$ cat config.mk
export PLATFORM = sky130hd
export DESIGN_NAME = sample_ring_period_estimator_core_flat
export DESIGN_NICKNAME = d
export VERILOG_FILES = /design/src/hdl/srpe_pkg.sv /design/src/hdl/srpe_in_if.sv /design/src/hdl/srpe_out_if.sv /design/src/hdl/srpe_cfg_if.sv /design/src/hdl/sample_ring_period_estimator_core.sv /design/src/hdl/srpe_div.sv /design/src/flat_wrapper.sv
export SDC_FILE = /design/constraint.sdc
export NUM_CORES = 2
export LEC_CHECK = 0
export ABC_AREA = 1
export BUFFER_PORTS_ARGS = -buffer_cell sky130_fd_sc_hd__buf_2
export CORE_MARGIN = 3
export CORE_UTILIZATION = 60
export CTS_CLUSTER_DIAMETER = 50
export DETAILED_ROUTE_END_ITERATION = 16
export PLACE_DENSITY = 0.86
export RECOVER_POWER = 25
export SLEW_MARGIN = 0
export SYNTH_ARGS = -nofsm -noshare
export SYNTH_HDL_FRONTEND = slang
export SYNTH_SLANG_ARGS = --single-unit
$ cat constraint.sdc
create_clock -name clk -period 7.3 [get_ports clk]
set_input_delay 0.73 -clock clk [delete_from_list [all_inputs] [get_ports clk]]
set_output_delay 0.73 -clock clk [all_outputs]
set_load 0.05 [all_outputs]
$ cat src/hdl/srpe_pkg.sv
`timescale 1ns / 1ps

package srpe_pkg;

  // build defaults
  localparam int DEPTH_DEF       = 128;
  localparam int SAMPLE_BITS_DEF = 12;

  // configuration port
  localparam int CFG_ADDR_BITS = 2;
  localparam int CFG_DATA_BITS = 16;

  typedef enum logic [CFG_ADDR_BITS-1:0] {
    CFG_SAMPLE_PERIOD = 2'd0,
    CFG_LOW_TENTHS    = 2'd1,
    CFG_HIGH_TENTHS   = 2'd2
  } srpe_cfg_addr_t;

  localparam int SP_BITS     = 16;
  localparam int TENTHS_BITS = 4;

  localparam logic [SP_BITS-1:0]     SP_RST   = 16'd200;
  localparam logic [TENTHS_BITS-1:0] LOW_RST  = 4'd3;
  localparam logic [TENTHS_BITS-1:0] HIGH_RST = 4'd8;

  // request codes
  localparam logic OP_STORE   = 1'b0;
  localparam logic OP_MEASURE = 1'b1;

  // result field widths and ceilings
  localparam int CNT_BITS = 7;
  localparam int AVG_BITS = 8;
  localparam int PER_BITS = 24;

  localparam logic [CNT_BITS-1:0] CNT_MAX = '1;
  localparam logic [AVG_BITS-1:0] AVG_MAX = '1;
  localparam logic [PER_BITS-1:0] PER_MAX = '1;

  // measurement sequencer
  typedef enum logic [2:0] {
    ST_IDLE,
    ST_MAX,
    ST_THR,
    ST_SCAN,
    ST_DIVS,
    ST_DIVW,
    ST_MUL,
    ST_DONE
  } srpe_state_t;

endpackage

$ cat src/hdl/srpe_in_if.sv
`timescale 1ns / 1ps

interface srpe_in_if #(
  parameter int SAMPLE_BITS = 12
);
  logic                   valid;
  logic                   ready;
  logic                   op;
  logic [SAMPLE_BITS-1:0] sample;

  modport source (output valid, output op, output sample, input ready);
  modport sink (input valid, input op, input sample, output ready);
endinterface

$ cat src/hdl/srpe_out_if.sv
`timescale 1ns / 1ps

interface srpe_out_if;
  import srpe_pkg::*;

  logic                valid;
  logic                ready;
  logic [CNT_BITS-1:0] cycle_count;
  logic [AVG_BITS-1:0] avg_run;
  logic [PER_BITS-1:0] period_us;
  logic                no_runs;

  modport source (output valid, output cycle_count, output avg_run,
                  output period_us, output no_runs, input ready);
  modport sink (input valid, input cycle_count, input avg_run,
                input period_us, input no_runs, output ready);
endinterface

$ cat src/hdl/srpe_cfg_if.sv
`timescale 1ns / 1ps

interface srpe_cfg_if;
  import srpe_pkg::*;

  logic                     valid;
  logic                     ready;
  logic [CFG_ADDR_BITS-1:0] addr;
  logic [CFG_DATA_BITS-1:0] data;

  modport source (output valid, output addr, output data, input ready);
  modport sink (input valid, input addr, input data, output ready);
endinterface

$ cat src/hdl/sample_ring_period_estimator_core.sv
`timescale 1ns / 1ps

// Sample ring period estimator. A store beat (op 0) writes the sample into a DEPTH-entry
// ring at a wrapping pointer. A measure beat (op 1) reads the whole ring twice through the
// single memory read port, first for the maximum and then for a hysteresis scan in storage
// order, divides the summed high-run length by the number of completed runs one bit per
// cycle, and scales by 2 * sample_period_us. A measure that finds no runs skips the divider
// and the multiply. A measure waits at its end while a still-held result has not left, and
// in_ready stays low for the whole measure. Slots never written since reset read as zero (a
// fill count tracks them), so no clearing pass is needed. The result waits in an output
// register, and store beats are still taken while it is held. The user must write
// configuration only while the block is idle; the block itself does not enforce it.
module sample_ring_period_estimator_core #(
  parameter int DEPTH       = srpe_pkg::DEPTH_DEF,
  parameter int SAMPLE_BITS = srpe_pkg::SAMPLE_BITS_DEF
) (
  input logic         clk,
  input logic         rst_n,
  srpe_in_if.sink     in_bus,
  srpe_out_if.source  out_bus,
  srpe_cfg_if.sink    cfg_bus
);
  import srpe_pkg::*;

  localparam int AW = $clog2(DEPTH);
  localparam int FW = $clog2(DEPTH + 1);
  localparam int TW = SAMPLE_BITS + 4;
  localparam int PW = FW + 1 + SP_BITS;

  // configuration registers
  logic [SP_BITS-1:0]     sp_r;
  logic [TENTHS_BITS-1:0] lo_r;
  logic [TENTHS_BITS-1:0] hi_r;

  // ring store
  logic [SAMPLE_BITS-1:0] mem [DEPTH];
  logic [SAMPLE_BITS-1:0] mem_q_r;
  logic [AW-1:0]          wptr_r, wptr_nxt;
  logic [FW-1:0]          fill_r, fill_nxt;

  // sequencer and scan state
  srpe_state_t            state_r, state_nxt;
  logic [FW-1:0]          idx_r, idx_nxt;
  logic                   rd_pend_r, rd_pend_nxt;
  logic                   rd_ok_r, rd_ok_nxt;
  logic [SAMPLE_BITS-1:0] max_r, max_nxt;
  logic [TW-1:0]          lo_thr_r, lo_thr_nxt;
  logic [TW-1:0]          hi_thr_r, hi_thr_nxt;
  logic                   high_r, high_nxt;
  logic [FW-1:0]          count_r, count_nxt;
  logic [FW-1:0]          sum_r, sum_nxt;
  logic [FW-1:0]          cyc_r, cyc_nxt;
  logic                   nocyc_r, nocyc_nxt;
  logic [PW-1:0]          prod_r, prod_nxt;

  // result register
  logic                   out_valid_r, out_valid_nxt;
  logic [CNT_BITS-1:0]    out_cnt_r, out_cnt_nxt;
  logic [AVG_BITS-1:0]    out_avg_r, out_avg_nxt;
  logic [PER_BITS-1:0]    out_per_r, out_per_nxt;
  logic                   out_noc_r, out_noc_nxt;

  logic                   in_acc;
  logic                   mem_we;
  logic                   rd_en;
  logic [SAMPLE_BITS-1:0] smp;
  logic [TW-1:0]          s10;
  logic                   div_start;
  logic                   div_done;
  logic [FW-1:0]          div_quo;

  assign in_bus.ready  = (state_r == ST_IDLE);
  assign in_acc        = in_bus.valid && in_bus.ready;
  assign mem_we        = in_acc && (in_bus.op == OP_STORE);
  assign cfg_bus.ready = 1'b1;

  // read data, unwritten slots as zero, and its tenfold value
  assign smp = rd_ok_r ? mem_q_r : '0;
  assign s10 = (TW'(smp) << 3) + (TW'(smp) << 1);

  assign rd_en     = (state_r == ST_MAX || state_r == ST_SCAN) && (idx_r != FW'(DEPTH));
  assign div_start = (state_r == ST_DIVS);

  srpe_div #(
    .W (FW)
  ) u_div (
    .clk      (clk),
    .rst_n    (rst_n),
    .start    (div_start),
    .dividend (sum_r),
    .divisor  (cyc_r),
    .done     (div_done),
    .quotient (div_quo)
  );

  // configuration writes
  always_ff @(posedge clk) begin
    if (!rst_n) begin
      sp_r <= SP_RST;
      lo_r <= LOW_RST;
      hi_r <= HIGH_RST;
    end else if (cfg_bus.valid && cfg_bus.ready) begin
      unique case (cfg_bus.addr)
        CFG_SAMPLE_PERIOD: sp_r <= cfg_bus.data;
        CFG_LOW_TENTHS:    lo_r <= cfg_bus.data[TENTHS_BITS-1:0];
        CFG_HIGH_TENTHS:   hi_r <= cfg_bus.data[TENTHS_BITS-1:0];
        default: ;
      endcase
    end
  end

  // ring memory, registered read
  always_ff @(posedge clk) begin
    if (mem_we) begin
      mem[wptr_r] <= in_bus.sample;
    end
    mem_q_r <= mem[idx_r[AW-1:0]];
  end

  // next state and datapath
  always_comb begin
    state_nxt     = state_r;
    idx_nxt       = idx_r;
    rd_pend_nxt   = rd_en;
    rd_ok_nxt     = idx_r < fill_r;
    max_nxt       = max_r;
    lo_thr_nxt    = lo_thr_r;
    hi_thr_nxt    = hi_thr_r;
    high_nxt      = high_r;
    count_nxt     = count_r;
    sum_nxt       = sum_r;
    cyc_nxt       = cyc_r;
    nocyc_nxt     = nocyc_r;
    prod_nxt      = prod_r;
    wptr_nxt      = wptr_r;
    fill_nxt      = fill_r;
    out_valid_nxt = out_valid_r;
    out_cnt_nxt   = out_cnt_r;
    out_avg_nxt   = out_avg_r;
    out_per_nxt   = out_per_r;
    out_noc_nxt   = out_noc_r;

    // result beat taken
    if (out_valid_r && out_bus.ready) begin
      out_valid_nxt = 1'b0;
    end

    unique case (state_r)
      ST_IDLE: begin
        if (mem_we) begin
          wptr_nxt = (wptr_r == AW'(DEPTH - 1)) ? '0 : wptr_r + 1'b1;
          if (fill_r != FW'(DEPTH)) begin
            fill_nxt = fill_r + 1'b1;
          end
        end else if (in_acc) begin
          idx_nxt   = '0;
          max_nxt   = '0;
          state_nxt = ST_MAX;
        end
      end

      // first walk: maximum
      ST_MAX: begin
        if (rd_pend_r && smp > max_r) begin
          max_nxt = smp;
        end
        if (rd_en) begin
          idx_nxt = idx_r + 1'b1;
        end else begin
          state_nxt = ST_THR;
        end
      end

      ST_THR: begin
        lo_thr_nxt = TW'(max_r) * TW'(lo_r);
        hi_thr_nxt = TW'(max_r) * TW'(hi_r);
        high_nxt   = 1'b0;
        count_nxt  = '0;
        sum_nxt    = '0;
        cyc_nxt    = '0;
        idx_nxt    = '0;
        state_nxt  = ST_SCAN;
      end

      // second walk: hysteresis runs
      ST_SCAN: begin
        if (rd_pend_r) begin
          if (high_r && s10 < lo_thr_r) begin
            high_nxt  = 1'b0;
            sum_nxt   = sum_r + count_r;
            count_nxt = '0;
            cyc_nxt   = cyc_r + 1'b1;
          end
          if (!high_nxt && s10 > hi_thr_r) begin
            high_nxt = 1'b1;
          end
          if (high_nxt) begin
            count_nxt = count_nxt + 1'b1;
          end
        end
        if (rd_en) begin
          idx_nxt = idx_r + 1'b1;
        end else if (cyc_nxt == '0) begin
          nocyc_nxt = 1'b1;
          state_nxt = ST_DONE;
        end else begin
          nocyc_nxt = 1'b0;
          state_nxt = ST_DIVS;
        end
      end

      ST_DIVS: begin
        state_nxt = ST_DIVW;
      end

      ST_DIVW: begin
        if (div_done) begin
          state_nxt = ST_MUL;
        end
      end

      // period = 2 * avg * sample period
      ST_MUL: begin
        prod_nxt  = PW'({div_quo, 1'b0}) * PW'(sp_r);
        state_nxt = ST_DONE;
      end

      // load result once the output register is free
      ST_DONE: begin
        if (!out_valid_r || out_bus.ready) begin
          out_valid_nxt = 1'b1;
          out_noc_nxt   = nocyc_r;
          if (nocyc_r) begin
            out_cnt_nxt = '0;
            out_avg_nxt = '0;
            out_per_nxt = '0;
          end else begin
            out_cnt_nxt = (32'(cyc_r) > 32'(CNT_MAX)) ? CNT_MAX : CNT_BITS'(cyc_r);
            out_avg_nxt = (32'(div_quo) > 32'(AVG_MAX)) ? AVG_MAX : AVG_BITS'(div_quo);
            out_per_nxt = (32'(prod_r) > 32'(PER_MAX)) ? PER_MAX : PER_BITS'(prod_r);
          end
          state_nxt = ST_IDLE;
        end
      end
    endcase
  end

  // control registers
  always_ff @(posedge clk) begin
    if (!rst_n) begin
      state_r     <= ST_IDLE;
      idx_r       <= '0;
      rd_pend_r   <= 1'b0;
      wptr_r      <= '0;
      fill_r      <= '0;
      out_valid_r <= 1'b0;
    end else begin
      state_r     <= state_nxt;
      idx_r       <= idx_nxt;
      rd_pend_r   <= rd_pend_nxt;
      wptr_r      <= wptr_nxt;
      fill_r      <= fill_nxt;
      out_valid_r <= out_valid_nxt;
    end
  end

  // datapath registers
  always_ff @(posedge clk) begin
    rd_ok_r   <= rd_ok_nxt;
    max_r     <= max_nxt;
    lo_thr_r  <= lo_thr_nxt;
    hi_thr_r  <= hi_thr_nxt;
    high_r    <= high_nxt;
    count_r   <= count_nxt;
    sum_r     <= sum_nxt;
    cyc_r     <= cyc_nxt;
    nocyc_r   <= nocyc_nxt;
    prod_r    <= prod_nxt;
    out_cnt_r <= out_cnt_nxt;
    out_avg_r <= out_avg_nxt;
    out_per_r <= out_per_nxt;
    out_noc_r <= out_noc_nxt;
  end

  assign out_bus.valid       = out_valid_r;
  assign out_bus.cycle_count = out_cnt_r;
  assign out_bus.avg_run     = out_avg_r;
  assign out_bus.period_us   = out_per_r;
  assign out_bus.no_runs     = out_noc_r;

`ifndef SYNTHESIS
  // empty result carries zero fields
  a_nocyc_zero: assert property (@(posedge clk) disable iff (!rst_n)
    out_valid_r && out_noc_r |-> out_cnt_r == '0 && out_avg_r == '0 && out_per_r == '0)
    else $error("no-cycle result with nonzero fields");

  // divider never started on a zero run count
  a_div_nonzero: assert property (@(posedge clk) disable iff (!rst_n)
    div_start |-> cyc_r != '0)
    else $error("divide by zero run count");

  // write pointer and fill count stay in range
  a_ptr_range: assert property (@(posedge clk) disable iff (!rst_n)
    32'(wptr_r) < DEPTH && 32'(fill_r) <= DEPTH)
    else $error("ring pointer or fill count out of range");

  // store beat advances the fill count until full
  a_fill_step: assert property (@(posedge clk) disable iff (!rst_n)
    mem_we && fill_r != FW'(DEPTH) |=> fill_r == $past(fill_r) + 1'b1)
    else $error("fill count did not advance");
`endif
endmodule

$ cat src/hdl/srpe_div.sv
`timescale 1ns / 1ps

// restoring divider, one quotient bit per cycle
module srpe_div #(
  parameter int W = 8
) (
  input  logic         clk,
  input  logic         rst_n,
  input  logic         start,
  input  logic [W-1:0] dividend,
  input  logic [W-1:0] divisor,
  output logic         done,
  output logic [W-1:0] quotient
);
  localparam int CTW = $clog2(W + 1);

  logic [W-1:0]   rem_r, rem_nxt;
  logic [W-1:0]   quo_r, quo_nxt;
  logic [CTW-1:0] cnt_r, cnt_nxt;
  logic           busy_r, busy_nxt;
  logic           done_r, done_nxt;
  logic [W:0]     trial;
  logic [W:0]     diff;
  logic           ge;

  // trial subtract of the shifted remainder
  assign trial = {rem_r, quo_r[W-1]};
  assign ge    = trial >= {1'b0, divisor};
  assign diff  = trial - {1'b0, divisor};

  always_comb begin
    rem_nxt  = rem_r;
    quo_nxt  = quo_r;
    cnt_nxt  = cnt_r;
    busy_nxt = busy_r;
    done_nxt = 1'b0;
    if (start) begin
      rem_nxt  = '0;
      quo_nxt  = dividend;
      cnt_nxt  = CTW'(W);
      busy_nxt = 1'b1;
    end else if (busy_r) begin
      rem_nxt = ge ? diff[W-1:0] : trial[W-1:0];
      quo_nxt = {quo_r[W-2:0], ge};
      cnt_nxt = cnt_r - 1'b1;
      if (cnt_r == CTW'(1)) begin
        busy_nxt = 1'b0;
        done_nxt = 1'b1;
      end
    end
  end

  always_ff @(posedge clk) begin
    if (!rst_n) begin
      busy_r <= 1'b0;
      done_r <= 1'b0;
      cnt_r  <= '0;
    end else begin
      busy_r <= busy_nxt;
      done_r <= done_nxt;
      cnt_r  <= cnt_nxt;
    end
  end

  always_ff @(posedge clk) begin
    rem_r <= rem_nxt;
    quo_r <= quo_nxt;
  end

  assign done     = done_r;
  assign quotient = quo_r;
endmodule
$ cat src/flat_wrapper.sv
// flat-port wrapper written by rule: the top's interface ports become plain ports
module sample_ring_period_estimator_core_flat import srpe_pkg::*;
#(
  parameter int DEPTH       = srpe_pkg::DEPTH_DEF,
  parameter int SAMPLE_BITS = srpe_pkg::SAMPLE_BITS_DEF
)
  (clk, rst_n, in_bus_valid, in_bus_op, in_bus_sample, in_bus_ready, out_bus_valid, out_bus_cycle_count, out_bus_avg_run, out_bus_period_us, out_bus_no_runs, out_bus_ready, cfg_bus_valid, cfg_bus_addr, cfg_bus_data, cfg_bus_ready);
  srpe_in_if #(.SAMPLE_BITS(SAMPLE_BITS)) in_bus_i ();
  srpe_out_if out_bus_i ();
  srpe_cfg_if cfg_bus_i ();
  input logic clk;
  input logic rst_n;
  input wire logic [$bits(in_bus_i.valid)-1:0] in_bus_valid;
  input wire logic [$bits(in_bus_i.op)-1:0] in_bus_op;
  input wire logic [$bits(in_bus_i.sample)-1:0] in_bus_sample;
  output wire logic [$bits(in_bus_i.ready)-1:0] in_bus_ready;
  output wire logic [$bits(out_bus_i.valid)-1:0] out_bus_valid;
  output wire logic [$bits(out_bus_i.cycle_count)-1:0] out_bus_cycle_count;
  output wire logic [$bits(out_bus_i.avg_run)-1:0] out_bus_avg_run;
  output wire logic [$bits(out_bus_i.period_us)-1:0] out_bus_period_us;
  output wire logic [$bits(out_bus_i.no_runs)-1:0] out_bus_no_runs;
  input wire logic [$bits(out_bus_i.ready)-1:0] out_bus_ready;
  input wire logic [$bits(cfg_bus_i.valid)-1:0] cfg_bus_valid;
  input wire logic [$bits(cfg_bus_i.addr)-1:0] cfg_bus_addr;
  input wire logic [$bits(cfg_bus_i.data)-1:0] cfg_bus_data;
  output wire logic [$bits(cfg_bus_i.ready)-1:0] cfg_bus_ready;
  assign in_bus_i.valid = in_bus_valid;
  assign in_bus_i.op = in_bus_op;
  assign in_bus_i.sample = in_bus_sample;
  assign in_bus_ready = in_bus_i.ready;
  assign out_bus_valid = out_bus_i.valid;
  assign out_bus_cycle_count = out_bus_i.cycle_count;
  assign out_bus_avg_run = out_bus_i.avg_run;
  assign out_bus_period_us = out_bus_i.period_us;
  assign out_bus_no_runs = out_bus_i.no_runs;
  assign out_bus_i.ready = out_bus_ready;
  assign cfg_bus_i.valid = cfg_bus_valid;
  assign cfg_bus_i.addr = cfg_bus_addr;
  assign cfg_bus_i.data = cfg_bus_data;
  assign cfg_bus_ready = cfg_bus_i.ready;
  sample_ring_period_estimator_core #(.DEPTH(DEPTH), .SAMPLE_BITS(SAMPLE_BITS)) u_core (.clk(clk), .rst_n(rst_n), .in_bus(in_bus_i), .out_bus(out_bus_i), .cfg_bus(cfg_bus_i));
endmodule
# Yosys cells after proc, flatten, opt, wreduce, memory -nomap -nowiden
# Memory sizes are Yosys's and may differ from the RTL's. A register that Yosys moved wholly into a read port is not among the register bits.
# Index checks and enable logic that the tools add are counted.
[word_totals]
ff_bits = 209
output_inout_bits = 43
ram_bits = 1536
memories = 1
[mem_list]
columns = ["memory", "words", "width", "rd", "rd_ports_with_merged_regs", "write_ports", "line_no", "source"]
rows = [
  ["u_core.mem", 128, 12, 1, 1, 1, "sample_ring_period_estimator_core.sv:36", "logic [SAMPLE_BITS-1:0] mem [DEPTH];"],
]
[op_classes]
reduce_logical = 33
mul = 3
n_eq_ne = 23
n_lt_le_gt_ge = 7
bitwise = 4
n_mux = 56
add_sub_neg = 9
[ops]
columns = ["op", "n"]
rows = [
  ["two-way mux 8 bit", 16],
  ["two-way mux 12 bit", 4],
  ["one-hot mux 8 bit (2 select lines)", 3],
  ["adder 8 x 1 -> 8 bit (second input constant)", 4],
  ["multiplier 12 x 4 -> 16 bit", 2],
  ["greater-than comparator 25 x 24 -> 1 bit (second input constant)", 1],
  ["multiplier 8 x 16 -> 24 bit", 1],
  ["two-way mux 24 bit", 1],
  ["one-hot mux 12 bit (2 select lines)", 1],
  ["one-hot mux 3 bit (8 select lines)", 1],
  ["one-hot mux 8 bit (3 select lines)", 1],
  ["two-way mux 3 bit", 6],
  ["two-way mux 1 bit", 17],
  ["adder 15 x 13 -> 16 bit", 1],
  ["greater-than comparator 16 bit", 1],
  ["< comparator 16 bit", 1],
  ["!= test 8 bit (second input constant)", 2],
  ["two-way mux 7 bit", 2],
  ["!= test 2 bit (second input constant)", 7],
  ["AND reduction 2 bit", 7],
  ["equality test 3 bit (second input constant)", 4],
  ["greater-than comparator 12 bit", 1],
  ["greater-or-equal comparator 9 x 8 -> 1 bit", 1],
  ["adder 8 bit", 1],
  ["other kinds (29)", 49],
]

# Depth between registers and ports, before layout
[logic_depth]
ltp_word = 15
depth_mapped = 34
depth_no_buf = 33

# Modules after synthesis
# A second synthesis with hierarchy kept.
[unflattened]
hier_cells = 6652
area_unflattened_um2 = 77820.9
[modules_own_cells]
columns = ["module", "area_each_um2", "n_inst", "cells_each"]
rows = [
  ["sample_ring_period_estimator_core", 76310.7, 1, 6436],
  ["srpe_div", 1510.2, 1, 216],
]

# Worst setup path before layout
# No wires, ideal clock.
[synth_path]
path_kind = "flip-flop to flip-flop"
start = "register u_core.u_div.quo_r[2] (netlist: u_core.u_div.quotient[2])"
end = "register u_core.prod_r[21] (data pin)"
synth_period_minus_slack_ns = 4.660
t_arrival_ns = 4.398
path_slack_ns = 2.640
path_stages_with_launch = 20
n_path_buf = 2
required_ns = 7.038
setup_time_ns = 0.262
cell_sequence = "edfxtp_1 -> clkbuf_1 -> clkbuf_1 -> nand2_1 -> fa_1 -> fa_1 -> inv_1 -> fa_1 -> inv_1 -> fa_1 -> inv_1 -> ha_1 -> a21o_1 -> a31oi_1 -> o21ai_1 -> inv_1 -> o21ai_1 -> a21oi_1 -> o21ai_1 -> xor2_1"
[synth_between]
elab_chain_cells = 1
[synth_lines]
columns = ["element", "line_no", "source"]
rows = [
  ["start: declaration", "srpe_div.sv:18", "logic [W-1:0] quo_r, quo_nxt;"],
  ["start signal: assignment", "srpe_div.sv:67", "quo_r <= quo_nxt;"],
  ["multiplier 8 x 16 -> 24 bit", "sample_ring_period_estimator_core.sv:224", "prod_nxt = PW'({div_quo, 1'b0}) * PW'(sp_r);"],
  ["end signal: assignment", "sample_ring_period_estimator_core.sv:278", "prod_r <= prod_nxt;"],
  ["end: declaration", "sample_ring_period_estimator_core.sv:54", "logic [PW-1:0] prod_r, prod_nxt;"],
]
# No other way between the ends.
# A chain may end at the register's enable or synchronous reset.

# Worst setup path after layout
[layout_path]
start = "input in_bus_sample[3]"
end = "memory u_core.mem[80][3] (data pin)"
[layout_rtl]
columns = ["element", "line_no", "source"]
rows = [
  ["start: declaration", "flat_wrapper.sv:15", "input wire logic [$bits(in_bus_i.sample)-1:0] in_bus_sample;"],
  ["end: declaration", "sample_ring_period_estimator_core.sv:36", ""],
]
# Straight into the memory's write port.

==> results.md <==
- Outcome: complete, but fails checks
- Failing checks: capacitance limit, slew limit
- Count leader, synth: edfxtp_1
- First-pass DRT Iterations: 7
- Worst rel slew slack: -191.9%
- RR Startpoint: u_core.u_div.quotient[3]
- Hold Vio Cnt, Final: 0
- Synth unique cells: 61
- Syn Area/Cell: 11.86 sq um
- Switching power: 5.954 mW
- Post-synth top area cell: edfxtp_1
- Detailed placement HPWL: around 120000 um
- Post-synth top flop: edfxtp_1
- P_int: about 17 mW
- Sink Count: between 1500 and 2000
- Die height: 365.3 um
- CP arrival: ~5.6 ns
- Area grow syn2layout: 9.408%
- Area of the core: 127800 sq um
- Worst Hold Class: in2reg
- Max Slew Vio Count: 1040
- Critical path's top delay family: buffers and inverters
- Lkg Pwr: 29.96 nW
- Setup-failing EPs final: 0
- Slew of the pin with the lowest slew margin: between 4 and 5 ns
- Via Count: 54750
- Total wire length: 207300 um
- Critical Path Max Stage Delay: 2.61 ns
- FP Rows: 131
- I/O Pins: 79
- Sequential cell area: roughly 52000 sq um
- Top cell by count, worst path: clkbuf_1
- Final min period: 5.475 ns
- Sw frac: 25.98%
- Global-route wire length before repair: 308800 um
- CP Cell Sequence: clkbuf_1 > clkbuf_1
- WP data required: 7.41 ns
- Worst IR drop on VDD: 0.2515 mV
- Remaining Overflow, GRT: 0
- CTS tree: done
- Period Utilization, post-route: 75.01%
- Cts bufs inserted: 174
- Setup WS pre-CTS: 2.220 ns
- PwrDens: about 270 nW/um^2
- Post-synthesis instance area: 77440 sq um
- Post-synthesis register bit count: 1757
- Average wire per standard cell: ~25 um
- Die Span X: 365.3 um
- Simple-gate portion of the synthesized area: between 10% and 20%
- Ys async rst share: 0%
- Yosys top cell area share: between 60% and 70%
- Initial DRC count: 9151
- # DRC: 0
- Vias/cell: 6.605
- Clock power frac: 38.5%
- Die area: between 100000 and 150000 sq um
- Adder-cell area share of the yosys netlist: approximately 5.8%
- Gate Count Post-Synth: 6532
- Setup WS post-layout: 1.825 ns
- Register area share after synthesis: 67.11%
- Post-synth top cells: edfxtp_1, nor2_1, o21ai_0
- Postcts setup bufs: 0
- Clock tree buffer depth: 3
- Max Cap Violations: 19
- Clk Latency, worst-skew pair: 0.85 ns
- Hold-fix buffers at CTS: 0
- Largest family of logic cells by synthesized area: compound AO/OA/AOI/OAI gates
- Slowest cell on crit path: clkbuf_1
- Compound-Gate Fraction of Synth Area: 11.85%
- CTS root buf: clkbuf_16
- PortBufs: 77
- CP bufs+invs: 2
- Sequential share of power: 49.5%
- H-tree depth: 4
- Fmax: 182.6 MHz
- Mux cell area share after synthesis: 0%
- Largest cells by area after synthesis: edfxtp_1, nor2_1, o21ai_0, fa_1, nand2_1
- YS warnings: 0
- Critical path peak fanout: 68
- DRT antenna net count: 0
- # fillers: 8396
- Share of cells above drive strength 1: 7.049%
- GP Congestion: 0.9313
- Fin Clk Skew: 0.06133 ns
- Comb pwr share: 12.0%
- Cells resized by post-CTS repair: 0
- Post-DP Area: 79170 sq um
- Unrepaired setup endpoints after global routing: false
- Final Cell Area: 84730 sq um
- Crit path launch type: primary input
- Setup tns final: 0 ns
- Footprint of the multi-input gates: ~22000 sq um
- Syn nets: 6849
- Largest net degree at the start of global routing: 201
- Crit end category: flip-flop
- Initial antenna violation count: 8
- Number of nets in the layout: 6800
- Tot GR Track Use: 30.57%
- Crit path launch: in_bus_sample[3]
- HP Start: cfg_bus_data[5]
- Critical path class: in2reg
- Vias in the first global route: 53260
- CTS clk-pin slew, worst paths: 0.06 ns
- Post-synth EDFFs: 1678
- Initial Util: 60.57%
- Synth Area in XOR/XNOR: 0.6786%
-- kinds of logic after synthesis --
logic type,Yosys count
fa+ha+maj,281
buf+inv,828
other cells,1
compound gates,1599
xor+xnor,60
flops,1757
simple gates,2006
-- power by group through the flow --
stage | clock network (mW) | logic (mW) | registers, mW
after floorplan | 0 | 1.92 | 11.4
after detailed placement | 0 | 2.64 | 11.5
after CTS | 8.85 | 2.69 | 11.3
after global routing | 9.25 | 3.02 | 11.3
after global placement | 0 | 2.52 | 11.5
final | 8.83 | 2.75 | 11.3
-- layout make-up --
class                   count  area share, %
diodes                      3       0.008861
inverters                 426          1.906
multi-input cells        3947          26.21
flip-flops and latches   1757          61.35
clock buffers             225          5.550
well taps                1662          2.454
repair buffers            177          1.432
clock inverters            93          1.090
-- sequential cells by signal, indices dropped and copies added, names as in the netlist, 3 cells and up --
register	cells
u_core.mem	1536
u_core.out_bus.period_us	24
u_core.prod_r	24
u_core.hi_thr_r	16
u_core.lo_thr_r	16
u_core.sp_r	16
u_core.max_r	12
u_core.mem_q_r	12
u_core.count_r	8
u_core.cyc_r	8
u_core.fill_r	8
u_core.idx_r	8
u_core.out_bus.avg_run	8
u_core.sum_r	8
u_core.u_div.quotient	8
u_core.u_div.rem_r	8
u_core.out_bus.cycle_count	7
u_core.wptr_r	7
u_core.hi_r	4
u_core.lo_r	4
u_core.u_div.cnt_r	4
u_core.state_r	3
-- worst paths after layout --
kind	end	slack [ns]	cells past startpoint
setup / recovery	u_core.mem[80][3]	1.82	2
hold / removal	u_core.sp_r[5]	0.17	3
setup reg to reg	u_core.prod_r[22]	2.13	16
hold reg to reg	u_core.u_div.rem_r[7]	0.48	2
-- placed cells by master (no fill, tap or decap), drive strengths merged, types with 105 or more instances in the layout --
master  netlist  final
edfxtp     1678   1678
o221ai      105    105
nand3       132    132
a21oi       154    154
fa          126    126
ha          155    155
nor2       1154   1154
inv         421    433
nand2       627    627
o22ai       269    269
clkbuf      274    247
o21ai       915    915
buf         128    155
-- stage by stage --
| stage | power (mW) | hold slack, ns | utilization (%) | instances |
|---|---|---|---|---|
| after floorplan | 13.34 | 0.4289 | - | 6532 |
| after global placement | 14.04 | 0.4416 | 61.93 | 7969 |
| after detailed placement | 14.17 | 0.4529 | 61.93 | 7969 |
| after CTS | 22.85 | 0.1378 | 66.33 | 8287 |
| after global routing | 23.60 | 0.1623 | 66.27 | 8287 |
| final | 22.91 | 0.1708 | 66.27 | 8290 |
-- routing by layer --
metal | track usage, % | wire (um) | up-vias
li1 | - | - | 23270
met1 | 38.72 | 69630 | 26000
met2 | 47.26 | 94880 | 4497
met3 | 8.634 | 29000 | 984
met4 | 18.40 | 13760 | 2
met5 | 0 | 16 | -
Power figures use the tool's default switching activity.
